--- src/rtl/rtc_pkg.sv ---
// ----------------------------------------------------------------------------
// rtc_pkg
// Types, constants and the multiply schedule shared by the closest-hit unit.
// ----------------------------------------------------------------------------
package rtc_pkg;

    localparam int unsigned DivSteps = 48;
    localparam logic [4:0]  MopLast  = 5'd23;
    localparam logic [4:0]  PtFirst  = 5'd24;
    localparam logic [4:0]  PtLast   = 5'd26;

    localparam logic signed [31:0] QMax = 32'sh7FFF_FFFF;
    localparam logic signed [31:0] QMin = 32'sh8000_0000;
    localparam logic signed [31:0] QOne = 32'sd65536;

    localparam logic [2:0] CFG_ORG_X = 3'd0;
    localparam logic [2:0] CFG_ORG_Y = 3'd1;
    localparam logic [2:0] CFG_ORG_Z = 3'd2;
    localparam logic [2:0] CFG_DIR_X = 3'd3;
    localparam logic [2:0] CFG_DIR_Y = 3'd4;
    localparam logic [2:0] CFG_DIR_Z = 3'd5;

    typedef enum logic [4:0] {
        OPD_E1X, OPD_E1Y, OPD_E1Z,
        OPD_E2X, OPD_E2Y, OPD_E2Z,
        OPD_SX,  OPD_SY,  OPD_SZ,
        OPD_DX,  OPD_DY,  OPD_DZ,
        OPD_HX,  OPD_HY,  OPD_HZ,
        OPD_QX,  OPD_QY,  OPD_QZ,
        OPD_BEST
    } t_opd;

    typedef enum logic [2:0] {
        ACC_NONE, ACC_CROSS_FIRST, ACC_CROSS_LAST,
        ACC_DOT_FIRST, ACC_DOT_MID, ACC_DOT_LAST, ACC_POINT
    } t_acc;

    typedef enum logic [3:0] {
        DST_NONE, DST_HX, DST_HY, DST_HZ, DST_QX, DST_QY, DST_QZ,
        DST_A, DST_NU, DST_NV, DST_NT, DST_PX, DST_PY, DST_PZ
    } t_dst;

    typedef enum logic [1:0] {
        DIV_U, DIV_V, DIV_T
    } t_dsel;

    typedef struct packed {
        t_opd a;
        t_opd b;
        t_acc acc;
        t_dst dst;
    } t_mop;

    typedef struct packed {
        logic  capture;
        t_mop  mop;
        logic  div_start;
        t_dsel div_sel;
        logic  upd;
        logic  count;
        logic  load_out;
    } t_cmd;

    typedef struct packed {
        logic a_zero;
        logic u_ok;
        logic v_ok;
        logic any_hit;
        logic last;
        logic div_busy;
        logic div_done;
    } t_sts;

    function automatic logic signed [31:0] sat66(input logic signed [65:0] x);
        logic signed [31:0] r;
        if (x > 66'sd2147483647) begin
            r = QMax;
        end else if (x < -66'sd2147483648) begin
            r = QMin;
        end else begin
            r = x[31:0];
        end
        return r;
    endfunction

    function automatic logic signed [31:0] sat_diff(input logic signed [31:0] a,
                                                   input logic signed [31:0] b);
        logic signed [32:0] d;
        d = 33'(a) - 33'(b);
        return sat66(66'(d));
    endfunction

    // Multiply schedule: h = d x e2, a = e1.h, s.h, q = s x e1, d.q, e2.q,
    // then the three hit-point products.
    function automatic t_mop mop_of(input logic [4:0] step);
        t_mop m;
        case (step)
            5'd0:  m = '{OPD_DY, OPD_E2Z, ACC_CROSS_FIRST, DST_NONE};
            5'd1:  m = '{OPD_DZ, OPD_E2Y, ACC_CROSS_LAST,  DST_HX};
            5'd2:  m = '{OPD_DZ, OPD_E2X, ACC_CROSS_FIRST, DST_NONE};
            5'd3:  m = '{OPD_DX, OPD_E2Z, ACC_CROSS_LAST,  DST_HY};
            5'd4:  m = '{OPD_DX, OPD_E2Y, ACC_CROSS_FIRST, DST_NONE};
            5'd5:  m = '{OPD_DY, OPD_E2X, ACC_CROSS_LAST,  DST_HZ};
            5'd6:  m = '{OPD_E1X, OPD_HX, ACC_DOT_FIRST,   DST_NONE};
            5'd7:  m = '{OPD_E1Y, OPD_HY, ACC_DOT_MID,     DST_NONE};
            5'd8:  m = '{OPD_E1Z, OPD_HZ, ACC_DOT_LAST,    DST_A};
            5'd9:  m = '{OPD_SX, OPD_HX, ACC_DOT_FIRST,    DST_NONE};
            5'd10: m = '{OPD_SY, OPD_HY, ACC_DOT_MID,      DST_NONE};
            5'd11: m = '{OPD_SZ, OPD_HZ, ACC_DOT_LAST,     DST_NU};
            5'd12: m = '{OPD_SY, OPD_E1Z, ACC_CROSS_FIRST, DST_NONE};
            5'd13: m = '{OPD_SZ, OPD_E1Y, ACC_CROSS_LAST,  DST_QX};
            5'd14: m = '{OPD_SZ, OPD_E1X, ACC_CROSS_FIRST, DST_NONE};
            5'd15: m = '{OPD_SX, OPD_E1Z, ACC_CROSS_LAST,  DST_QY};
            5'd16: m = '{OPD_SX, OPD_E1Y, ACC_CROSS_FIRST, DST_NONE};
            5'd17: m = '{OPD_SY, OPD_E1X, ACC_CROSS_LAST,  DST_QZ};
            5'd18: m = '{OPD_DX, OPD_QX, ACC_DOT_FIRST,    DST_NONE};
            5'd19: m = '{OPD_DY, OPD_QY, ACC_DOT_MID,      DST_NONE};
            5'd20: m = '{OPD_DZ, OPD_QZ, ACC_DOT_LAST,     DST_NV};
            5'd21: m = '{OPD_E2X, OPD_QX, ACC_DOT_FIRST,   DST_NONE};
            5'd22: m = '{OPD_E2Y, OPD_QY, ACC_DOT_MID,     DST_NONE};
            5'd23: m = '{OPD_E2Z, OPD_QZ, ACC_DOT_LAST,    DST_NT};
            5'd24: m = '{OPD_DX, OPD_BEST, ACC_POINT,      DST_PX};
            5'd25: m = '{OPD_DY, OPD_BEST, ACC_POINT,      DST_PY};
            5'd26: m = '{OPD_DZ, OPD_BEST, ACC_POINT,      DST_PZ};
            default: m = '{OPD_E1X, OPD_E1X, ACC_NONE,     DST_NONE};
        endcase
        return m;
    endfunction

endpackage

--- src/rtl/rtc_ctrl.sv ---
// ----------------------------------------------------------------------------
// rtc_ctrl
// Sequencer: steps the multiply schedule, the three divisions with their early
// rejections, the nearest-hit update, the hit point and the result hand-over.
// ----------------------------------------------------------------------------
module rtc_ctrl (
    input  logic          i_clk,
    input  logic          i_rst_n,
    input  logic          i_in_valid,
    output logic          o_in_ready,
    output logic          o_out_valid,
    input  logic          i_out_ready,
    input  rtc_pkg::t_sts i_sts,
    output rtc_pkg::t_cmd o_cmd
);

    typedef enum logic [13:0] {
        S_IDLE   = 14'b00000000000001,
        S_MUL    = 14'b00000000000010,
        S_CHK_A  = 14'b00000000000100,
        S_DIV_U  = 14'b00000000001000,
        S_CHK_U  = 14'b00000000010000,
        S_DIV_V  = 14'b00000000100000,
        S_CHK_V  = 14'b00000001000000,
        S_DIV_T  = 14'b00000010000000,
        S_UPD    = 14'b00000100000000,
        S_FINISH = 14'b00001000000000,
        S_PT     = 14'b00010000000000,
        S_PDRAIN = 14'b00100000000000,
        S_OUT    = 14'b01000000000000,
        S_SPARE  = 14'b10000000000000
    } t_state;

    t_state        r_state, n_state;
    logic [4:0]    r_step, n_step;
    logic          r_out_valid, n_out_valid;
    rtc_pkg::t_cmd cmd;

    always_comb begin
        n_state = r_state;
        n_step  = r_step;
        cmd     = '0;
        case (r_state)
            S_IDLE: begin
                if (i_in_valid) begin
                    cmd.capture = 1'b1;
                    n_step      = '0;
                    n_state     = S_MUL;
                end
            end
            S_MUL: begin
                cmd.mop = rtc_pkg::mop_of(r_step);
                n_step  = r_step + 5'd1;
                if (r_step == rtc_pkg::MopLast) begin
                    n_state = S_CHK_A;
                end
            end
            S_CHK_A: begin
                if (i_sts.a_zero) begin
                    n_state = S_FINISH;
                end else begin
                    cmd.div_start = 1'b1;
                    cmd.div_sel   = rtc_pkg::DIV_U;
                    n_state       = S_DIV_U;
                end
            end
            S_DIV_U: begin
                if (i_sts.div_done) begin
                    n_state = S_CHK_U;
                end
            end
            S_CHK_U: begin
                if (i_sts.u_ok) begin
                    cmd.div_start = 1'b1;
                    cmd.div_sel   = rtc_pkg::DIV_V;
                    n_state       = S_DIV_V;
                end else begin
                    n_state = S_FINISH;
                end
            end
            S_DIV_V: begin
                if (i_sts.div_done) begin
                    n_state = S_CHK_V;
                end
            end
            S_CHK_V: begin
                if (i_sts.v_ok) begin
                    cmd.div_start = 1'b1;
                    cmd.div_sel   = rtc_pkg::DIV_T;
                    n_state       = S_DIV_T;
                end else begin
                    n_state = S_FINISH;
                end
            end
            S_DIV_T: begin
                if (i_sts.div_done) begin
                    n_state = S_UPD;
                end
            end
            S_UPD: begin
                cmd.upd = 1'b1;
                n_state = S_FINISH;
            end
            S_FINISH: begin
                cmd.count = 1'b1;
                if (!i_sts.last) begin
                    n_state = S_IDLE;
                end else if (i_sts.any_hit) begin
                    n_step  = rtc_pkg::PtFirst;
                    n_state = S_PT;
                end else begin
                    n_state = S_OUT;
                end
            end
            S_PT: begin
                cmd.mop = rtc_pkg::mop_of(r_step);
                n_step  = r_step + 5'd1;
                if (r_step == rtc_pkg::PtLast) begin
                    n_state = S_PDRAIN;
                end
            end
            S_PDRAIN: begin
                n_state = S_OUT;
            end
            S_OUT: begin
                if (!r_out_valid || i_out_ready) begin
                    cmd.load_out = 1'b1;
                    n_state      = S_IDLE;
                end
            end
            default: begin
                n_state = S_IDLE;
            end
        endcase
    end

    always_comb begin
        if (cmd.load_out) begin
            n_out_valid = 1'b1;
        end else if (i_out_ready) begin
            n_out_valid = 1'b0;
        end else begin
            n_out_valid = r_out_valid;
        end
    end

    always_ff @(posedge i_clk) begin
        if (!i_rst_n) begin
            r_state     <= S_IDLE;
            r_step      <= '0;
            r_out_valid <= 1'b0;
        end else begin
            r_state     <= n_state;
            r_step      <= n_step;
            r_out_valid <= n_out_valid;
        end
    end

    assign o_in_ready  = (r_state == S_IDLE);
    assign o_out_valid = r_out_valid;
    assign o_cmd       = cmd;

    a_div_start_idle: assert property (@(posedge i_clk) disable iff (!i_rst_n)
        cmd.div_start |-> !i_sts.div_busy)
        else $error("divider started while busy");

    a_accept_starts_mul: assert property (@(posedge i_clk) disable iff (!i_rst_n)
        (i_in_valid && o_in_ready) |=> (r_state == S_MUL))
        else $error("accepted request did not start the multiply schedule");

    a_div_done_expected: assert property (@(posedge i_clk) disable iff (!i_rst_n)
        i_sts.div_done |-> (r_state == S_DIV_U || r_state == S_DIV_V ||
                            r_state == S_DIV_T))
        else $error("divider finished outside a wait state");

    a_clear_after_out: assert property (@(posedge i_clk) disable iff (!i_rst_n)
        cmd.load_out |=> !i_sts.any_hit)
        else $error("hit record not cleared after result");

endmodule
--- config.mk ---
export PLATFORM = sky130hd
export DESIGN_NAME = rtc_ctrl
export DESIGN_NICKNAME = d
export VERILOG_FILES = /design/src/rtl/rtc_pkg.sv /design/src/rtl/rtc_ctrl.sv
export SDC_FILE = /design/constraint.sdc
export NUM_CORES = 1
export LEC_CHECK = 0
export BUFFER_PORTS_ARGS = -buffer_cell sky130_fd_sc_hd__buf_4
export CAP_MARGIN = 40
export CORE_MARGIN = 3
export CORE_UTILIZATION = 57
export CTS_CLUSTER_DIAMETER = 40
export DETAILED_ROUTE_END_ITERATION = 8
export PLACE_DENSITY = 0.77
export SLEW_MARGIN = 15
export SYNTH_ARGS = -nofsm -noshare
export SYNTH_HDL_FRONTEND = slang
export SYNTH_SLANG_ARGS = --single-unit
--- constraint.sdc ---
create_clock -name i_clk -period 4 [get_ports i_clk]
set_input_delay 0.2 -clock i_clk [delete_from_list [all_inputs] [get_ports i_clk]]
set_output_delay 0.2 -clock i_clk [all_outputs]
set_load 0.02 [all_outputs]
==> results of run 1 <==
==> cell usage after synthesis, drive strengths merged, types with 2 or more instances <==
library cell | count | area (um^2)
a21oi | 17 | 96.4
nor3 | 12 | 60.1
a211o | 3 | 26.3
buf | 11 | 76.3
o2bb2ai | 2 | 17.5
ha | 12 | 150
o21bai | 2 | 15.0
nor2 | 27 | 104
o21ai | 8 | 51.3
a31oi | 3 | 18.8
nor4b | 2 | 17.5
dfxtp | 35 | 701
and3 | 4 | 25.0
inv | 19 | 73.8
or4 | 5 | 45.0
o311a | 2 | 21.3
or3 | 6 | 37.5
nand2 | 21 | 78.8
mux2i | 11 | 110
nand2b | 7 | 43.8
a221oi | 2 | 17.5
a21boi | 2 | 15.0
clkbuf | 9 | 33.8
o21a | 2 | 22.5
xnor2 | 4 | 35.0
and2 | 17 | 106
nand3 | 7 | 35.0
o211ai | 4 | 35.0
o22ai | 6 | 37.5
or4b | 4 | 40.0
nor4 | 8 | 56.3
nor3b | 5 | 37.5
a211oi | 3 | 22.5
==> per-layer routing <==
metal	vias up	wire (um)	track usage
met1	1075	2850	0.372
met3	7	526	0.0421
li1	1151	-	-
met2	104	2510	0.350
met5	-	0	0
met4	0	52	0.0543
==> where the power goes <==
part / switching (uW) / total, uW / leakage, uW / internal, uW
logic: 81.4 / 141 / 0.000934 / 59.1
clock network: 129 / 286 / 0.0000515 / 157
registers: 7.77 / 364 / 0.000283 / 356
total: 218 / 790 / 0.00127 / 572
==> logic make-up (layout without fill, tap and decap cells) <==
kind of cell	after synthesis	after routing
compound gates	69	69
xor+xnor	5	5
fa+ha+maj	12	12
buf+inv	39	67
flops	35	35
mux	12	12
other cells	1	1
simple gates	131	131
==> worst register-to-register path, delay by kind of cell (launching register included) <==
| family | cells | cell delay (ns) |
|---|---|---|
| AOI/OAI and AO/OA | 3 | 0.44 |
| and+or+nand+nor | 6 | 2.09 |
| buffers and inverters | 1 | 0.23 |
| DFF | 1 | 0.38 |
| adders and majority gates | 1 | 0.39 |
==> worst paths after layout <==
kind	startpoint	end	slack (ns)	cells after the start
setup / recovery	r_state[5]$_SDFFE_PN0P_	flop	0.37	11
hold / removal	i_rst_n	r_state[0]$_SDFFE_PN1P_	0.19	2
hold reg to reg	r_state[6]$_SDFFE_PN0P_	r_state[8]$_SDFFE_PN0P_	0.51	1
setup reg to reg	r_state[5]$_SDFFE_PN0P_	flop	0.37	11
==> final cells by class <==
class | instances | area share
clock buffers | 8 | 0.0357
inverters | 19 | 0.0263
flip-flops and latches | 35 | 0.250
well taps | 50 | 0.0223
multi-input cells | 230 | 0.559
repair buffers | 40 | 0.107
==> through the flow <==
| step | hold WS (ns) | area (um^2) | cells | utilization | total power [uW] |
|---|---|---|---|---|---|
| 2_1_floorplan | 0.300 | 2450 | 304 | - | 469 |
| 5_1_grt | 0.190 | 2800 | 382 | 0.686 | 820 |
| 4_1_cts | 0.189 | 2800 | 382 | 0.686 | 791 |
| 6_report | 0.193 | 2800 | 382 | 0.686 | 790 |
| 3_3_place_gp | 0.483 | 2700 | 374 | 0.662 | 508 |
| 3_5_place_dp | 0.487 | 2700 | 374 | 0.662 | 510 |
==> results.tsv, run 1 <==
metric	value	unit
outcome	complete, no violations	
syn-num-nets	327	
vias	2337	
vias_per_cell	6.12	
setup_viol	0	
areaGrowthSynthToFinish	14.4	%
cp_num_buf_inv	1	
synth_area	0.00245	mm^2
cts_hold_buf	0	
tightestPinTransition	0.694	ns
final_common_cell	buf_4	
fin_crit	3.63	ns
crit_family	simple AND/OR/NAND/NOR gates	
yosys_warnings	0	
synthSimpleGateAreaFrac	0.299	
synth_compound_area_frac	0.210	
rsz0062_at_grt	false	
cts_root_buf	clkbuf_8	
slew_headroom	0.533	
synth_cell_types	70	
synthMuxAreaShare	0.0495	
routed_wl	5940	um
grt_usage	0.242	
clock.fmax	275	MHz
synth_ff_type	dfxtp_1	
htreeDepth	2	
cts-resized-gates	0	
cts_tree	done	
drv_cap	0	
grt_max_degree	20	
cts_buffers	5	
setup_slack	0.367	ns
grt_pass1_wl	9980	um
skew	0.0149	ns
critPathKind	reg2reg	
power_leakage	0.00127	uW
clk_path_buf_depth	2	
drtIter0Drc	161	
fp.dieH	71.6	um
grt_pass1_vias	2027	
grt_overflow	0	
power_density	282	mW/mm^2
dr.pass1.iters	4	
die_area	0.00512	mm^2
final_max_slew_viol_count	0	
std_cell_rows	23	
period_share	0.908	
fillers	368	
cts_setup_buffers	0	
start_util	0.600	
core	0.00409	mm^2
synthAdderAreaFrac	0.0613	
regArea	701	um^2
final_nets	354	
synth_top_family_by_area	simple AND/OR/NAND/NOR gates	
synthArstFlopShare	0	
io_pins	37	
cp_data_arrival_time	3.83	ns
gp_congestion	0.929	
hold_violations	0	
endpoint_kind	flop	
final_cell_mix	buf_4, dfxtp_1, nor2_1, nand2_1	
seq_area_frac_synth	0.286	
setup_tns	0	ns
die_w	71.6	um
crit_required	4.19	ns
synth-xor-area-share	0.0179	
drc	0	
pre_cts_slack	0.449	ns
drive_gt1_frac	0.196	
antenna_left	0	
cp_slowest_stage_delay	0.75	ns
path_cells	or4_1, or4b_1, nor2_1, nor3_1, nand2b_1, ha_1, inv_1, nand3_1, o22ai_1, a311oi_1, a21o_1	
synthCells	304	
diodes	0	
clk_pin_slew	0.08	ns
vdd_drop_max	180	uV
critPathMaxFanout	11	
synth_area_per_cell	8.06	um^2
clk_latency	0.29	ns
slowest_stage	or4b_1	
synth_edf_count	0	
antenna_found_initial	0	
multi_input_area	0.00157	mm^2
hp-class	in2reg	
yosys_register_bits	35	
routedWlPerCell	15.5	um
worstSetupStartpointType	flop	
hpwl	4350	um
cts_sinks	35	
io_buffers	34	
(Power assumes the default switching activity.)
==> inputs of run 2 (changes only) <==
- clock period: 4 -> 3.9 ns (I/O delays scaled with it)
==> run 2 against run 1 <==
Critical path depth shrank 1. Power increased by 9.7%. Routed wire length rose by 1.4%. Sequential share of layout area down 0.22 points. Clock-buffer cell count decreased by 2. Clock skew down 0.0049 ns. Die area unchanged. Critical path type unchanged. Largest cell class unchanged.
==> results.tsv, run 2 (synthesized netlist as in run 1, its figures left out) <==
metric	value	unit	change
fp.dieH	71.6	um	unchanged
final_nets	355		was 354
routed_wl	6020	um	was 5940 um
cp_data_arrival_time	3.71	ns	was 3.83 ns
cts_root_buf	clkbuf_8		unchanged
io_pins	37		unchanged
areaGrowthSynthToFinish	15.4	%	was 14.4%
power_density	306	mW/mm^2	was 282 mW/mm^2
hold_violations	0		unchanged
reg2reg_depth	10		was 11
hpwl	4310	um	was 4350 um
grt_pass1_vias	2007		was 2027
skew	0.00994	ns	was 0.0149 ns
antenna_left	0		unchanged
holdPathEnd	r_state[0]$_SDFFE_PN1P_		unchanged
rsz0062_at_grt	false		unchanged
r2r_setup_slack	0.37	ns	about the same
cts_setup_buffers	0		unchanged
grt_overflow	0		unchanged
final_cell_mix	buf_4, dfxtp_1, nor2_1, nand2_1		unchanged
slew_headroom	0.630		was 0.533
htreeDepth	2		unchanged
cts_hold_buf	0		unchanged
final_common_cell	buf_4		unchanged
r2r-start	r_state[5]$_SDFFE_PN0P_		unchanged
io_buffers	34		unchanged
gp_congestion	1.02		was 0.929
outcome	complete, no violations		unchanged
worstSetupStartpointType	flop		unchanged
final_max_slew_viol_count	0		unchanged
drv_cap	0		unchanged
clock.fmax	284	MHz	was 275 MHz
grt_pass1_wl	9950	um	was 9980 um
drc	0		unchanged
setup_viol	0		unchanged
vdd_drop_max	253	uV	was 180 uV
critPathKind	reg2reg		unchanged
clk_path_buf_depth	2		unchanged
hp-start	i_rst_n		unchanged
std_cell_rows	23		unchanged
power_leakage	0.00128	uW	was 0.00127 uW
vias	2371		was 2337
grt_usage	0.244		was 0.242
post-route-util	0.692		was 0.686
fillers	349		was 368
drive_gt1_frac	0.201		was 0.196
cts_tree	done		unchanged
clk_pin_slew	0.08	ns	about the same
die_area	0.00512	mm^2	unchanged
period_share	0.904		was 0.908
start_util	0.600		unchanged
antenna_found_initial	0		unchanged
setup_tns	0	ns	unchanged
clk_latency	0.29	ns	about the same
dr.pass1.iters	5		was 4
tightestPinTransition	0.555	ns	was 0.694 ns
die_w	71.6	um	unchanged
crit_required	4.08	ns	was 4.19 ns
core	0.00409	mm^2	unchanged
critPathMaxFanout	11		unchanged
grt_max_degree	20		unchanged
cts_sinks	35		unchanged
cts-resized-gates	0		unchanged
hp-class	in2reg		unchanged
endpoint_kind	flop		unchanged
hold_depth	2		unchanged
routedWlPerCell	15.7	um	was 15.5 um
cts_buffers	5		unchanged
vias_per_cell	6.19		was 6.12
diodes	0		unchanged
fin_crit	3.53	ns	was 3.63 ns
drtIter0Drc	186		was 161
==> run 2: worst max-delay path: stages, from the launching register on <==
cell and delay, ns:
dfxtp_1 0.38, or4_1 0.74, or4_4 0.63, o311a_2 0.17, o21ai_0 0.28, ha_1 0.34
inv_1 0.25, nand3_1 0.19, o22ai_1 0.18, a311oi_1 0.08, a21o_1 0.17
==> run 2: worst max-delay path by stage <==
stage | start | end | cells past startpoint
4_1_cts | r_state[5]$_SDFFE_PN0P_ | flop | 9
2_1_floorplan | r_state[8]$_SDFFE_PN0P_ | flop | 13
5_1_grt | r_state[5]$_SDFFE_PN0P_ | flop | 11
6_report | r_state[5]$_SDFFE_PN0P_ | flop | 10
3_5_place_dp | r_state[5]$_SDFFE_PN0P_ | flop | 9
3_3_place_gp | r_state[5]$_SDFFE_PN0P_ | flop | 11
==> run 2: metal layers <==
metal	part of all wire	global-route usage	vias up
met1	0.47	0.375	1079
li1	-	-	1157
met4	0.013	0.0668	0
met5	0	0	-
met3	0.090	0.0337	8
met2	0.42	0.353	127
==> run 2: power breakdown <==
| part | internal [uW] | switching [uW] | leakage, uW | total, uW |
|---|---|---|---|---|
| sequential | 365 | 8.18 | 0.000283 | 373 |
| clock | 207 | 139 | 0.0000612 | 346 |
| combinational | 62.5 | 84.7 | 0.000939 | 147 |
==> run 2: metrics by stage <==
stage	power (uW)	hold WS, ns	area (um^2)	worst slack (ns)	cells
after floorplan	481	0.295	2450	0.471	304
after global placement	524	0.477	2710	0.476	375
after detailed placement	526	0.473	2710	0.408	375
after CTS	868	0.173	2830	0.397	383
after global routing	898	0.175	2830	0.193	383
final	867	0.176	2830	0.373	383
==> run 2: layout make-up <==
class	instances	area (um^2)	area share
Clock buffer	6	82.6	0.0292
Clock inverter	2	35.0	0.0124
Inverter	19	73.8	0.0261
Multi-Input combinational cell	230	1570	0.554
Sequential cell	35	701	0.248
Tap cell	50	62.6	0.0221
Timing Repair Buffer	41	308	0.109
==> inputs of run 3 (changes only) <==
- clock period: 3.9 -> 3.34 ns (I/O delays scaled with it)
==> run 3 against run 2 <==
Combinational power is 26% higher. Clock skew is 0.0094 ns higher. Routed wire length is 6.1% higher. Die area stayed put. Utilization is 3.5 points higher. Critical path depth is 1 higher. Via count is 1.4% higher. Worst hold slack worse by 0.012 ns. Clock power hardly changed. Setup slack worse by 0.15 ns. Sequential share of layout area is 1.1 points lower. Largest cell class unchanged.
==> results.tsv, run 3 (synthesized netlist as in run 1, its figures left out) <==
metric	value	unit	change
outcome	complete, no violations		unchanged
critPathMaxFanout	7		was 11
seqPwrFrac	0.451		was 0.430
post-route-util	0.727		was 0.692
cts_setup_buffers	0		unchanged
cts_hold_buf	0		unchanged
gp_congestion	0.977		was 1.02
drive_gt1_frac	0.258		was 0.201
io_pins	37		unchanged
final_cell_mix	buf_4, dfxtp_1, nor2_1, nand2_1, and2_1		was buf_4, dfxtp_1, nor2_1, nand2_1
rsz0062_at_grt	false		unchanged
routed_wl	6390	um	was 6020 um
final_common_cell	buf_4		unchanged
routedWlPerCell	15.9	um	was 15.7 um
place_inst	395		was 375
final_max_slew_viol_count	0		unchanged
swShare	0.278		was 0.268
endpoint_kind	flop		unchanged
intPower	695	uW	was 634 uW
drc	0		unchanged
dr.pass1.iters	5		unchanged
clk_latency	0.29	ns	about the same
tightestPinTransition	0.534	ns	was 0.555 ns
die_w	71.6	um	unchanged
clk_pin_slew	0.08	ns	about the same
fin_crit	3.12	ns	was 3.53 ns
slew_headroom	0.641		was 0.630
cp_data_arrival_time	3.29	ns	was 3.71 ns
grtUsageMet2	0.373		was 0.353
grt_pass1_wl	10600	um	was 9950 um
crit_required	3.51	ns	was 4.08 ns
fillers	328		was 349
power_leakage	0.00137	uW	was 0.00128 uW
grt_overflow	0		unchanged
worstSetupStartpointType	flop		unchanged
cts_sinks	35		unchanged
die_area	0.00512	mm^2	unchanged
std_cell_rows	23		unchanged
setup_viol	0		unchanged
cts_buffers	5		unchanged
power_density	324	mW/mm^2	was 306 mW/mm^2
setup_tns	0	ns	unchanged
antenna_found_initial	0		unchanged
use_met3	0.0407		was 0.0337
cts_root_buf	clkbuf_8		unchanged
holdWs	0.163	ns	was 0.176 ns
comb_power_share	0.192		was 0.170
diodes	0		unchanged
hold_violations	0		unchanged
vias	2405		was 2371
antenna_left	0		unchanged
grt_max_degree	18		was 20
grt_usage	0.259		was 0.244
grt_pass1_vias	2179		was 2007
drtIter0Drc	144		was 186
critPathKind	reg2reg		unchanged
final_nets	375		was 355
hpwl	4780	um	was 4310 um
top_usage_layer	met1		unchanged
vias_per_cell	5.97		was 6.19
fp.dieH	71.6	um	unchanged
hp-class	in2reg		unchanged
vdd_drop_max	270	uV	was 253 uV
power.total	962	uW	was 867 uW
final_cells	403		was 383
core	0.00409	mm^2	unchanged
clock.fmax	321	MHz	was 284 MHz
p_clk_frac	0.357		was 0.400
areaGrowthSynthToFinish	21.2	%	was 15.4%
start_util	0.600		unchanged
period_share	0.934		was 0.904
io_buffers	34		unchanged
gr-usage-met1	0.395		was 0.375
p_switching	268	uW	was 232 uW
cts_tree	done		unchanged
skew	0.0193	ns	was 0.00994 ns
htreeDepth	2		unchanged
drv_cap	0		unchanged
clk_path_buf_depth	2		unchanged
==> run 3: cell types whose count changed in the layout (fill, tap and decap cells not counted), sizes merged <==
cell / change
buf: +20
clkinv: -1
bufinv: -1
clkbuf: +2
==> run 3: metrics by stage <==
step,instance area [um^2],setup slack [ns]
floorplan,2450,0.0793
global placement,2860,0.189
detailed placement,2860,0.164
CTS,2960,0.142
global route,2970,0.0281
finish,2970,0.221
==> run 3: final cells by class <==
| cell class | count | area, um^2 | area share |
|---|---|---|---|
| tap | 50 | 62.6 | 0.0211 |
| timing repair buffer | 61 | 458 | 0.154 |
| clock buffer | 8 | 100 | 0.0337 |
| inverter | 19 | 73.8 | 0.0249 |
| multi-input combinational | 230 | 1570 | 0.530 |
| sequential | 35 | 702 | 0.236 |
==> run 3: worst paths after layout <==
path                                              start                       to  slack, ns  depth (start not counted)
worst min-delay path                            i_rst_n  r_state[0]$_SDFFE_PN1P_       0.16                          2
worst min register to register  r_state[1]$_SDFFE_PN0P_  r_state[1]$_SDFFE_PN0P_       0.53                          2
worst max register to register  r_state[2]$_SDFFE_PN0P_                     flop       0.22                         11
worst max-delay path            r_state[2]$_SDFFE_PN0P_                     flop       0.22                         11
==> run 3: power groups by stage <==
stage | sequential (uW) | clock [uW] | combinational (uW)
floorplan | 442 | 0 | 120
global placement | 443 | 0 | 179
detailed placement | 443 | 0 | 181
CTS | 433 | 342 | 182
global route | 435 | 360 | 200
finish | 434 | 343 | 185
==> run 3: what timing repair did <==
action                                  in CTS  in global routing
endpoints found under the setup margin       0                  4
hold endpoints to repair                     0                  0
resized for setup                            0                  5
==> run 3: layer usage <==
layer | routed length [um] | vias to the layer above | part of all wire
li1 | - | 1192 | -
met5 | 0 | - | 0
met4 | 88 | 0 | 0.014
met2 | 2790 | 117 | 0.44
met3 | 498 | 10 | 0.078
met1 | 3020 | 1086 | 0.47
==> run 3: worst max-delay path: stages (launching register included) <==
cell,delay (ns)
dfxtp_1,0.37
or4b_2,0.67
or4b_1,0.56
nor2_1,0.12
nor3_1,0.06
nand2b_1,0.20
ha_1,0.35
buf_4,0.15
nor3_1,0.05
a21oi_1,0.12
o21ai_1,0.09
a31oi_1,0.27
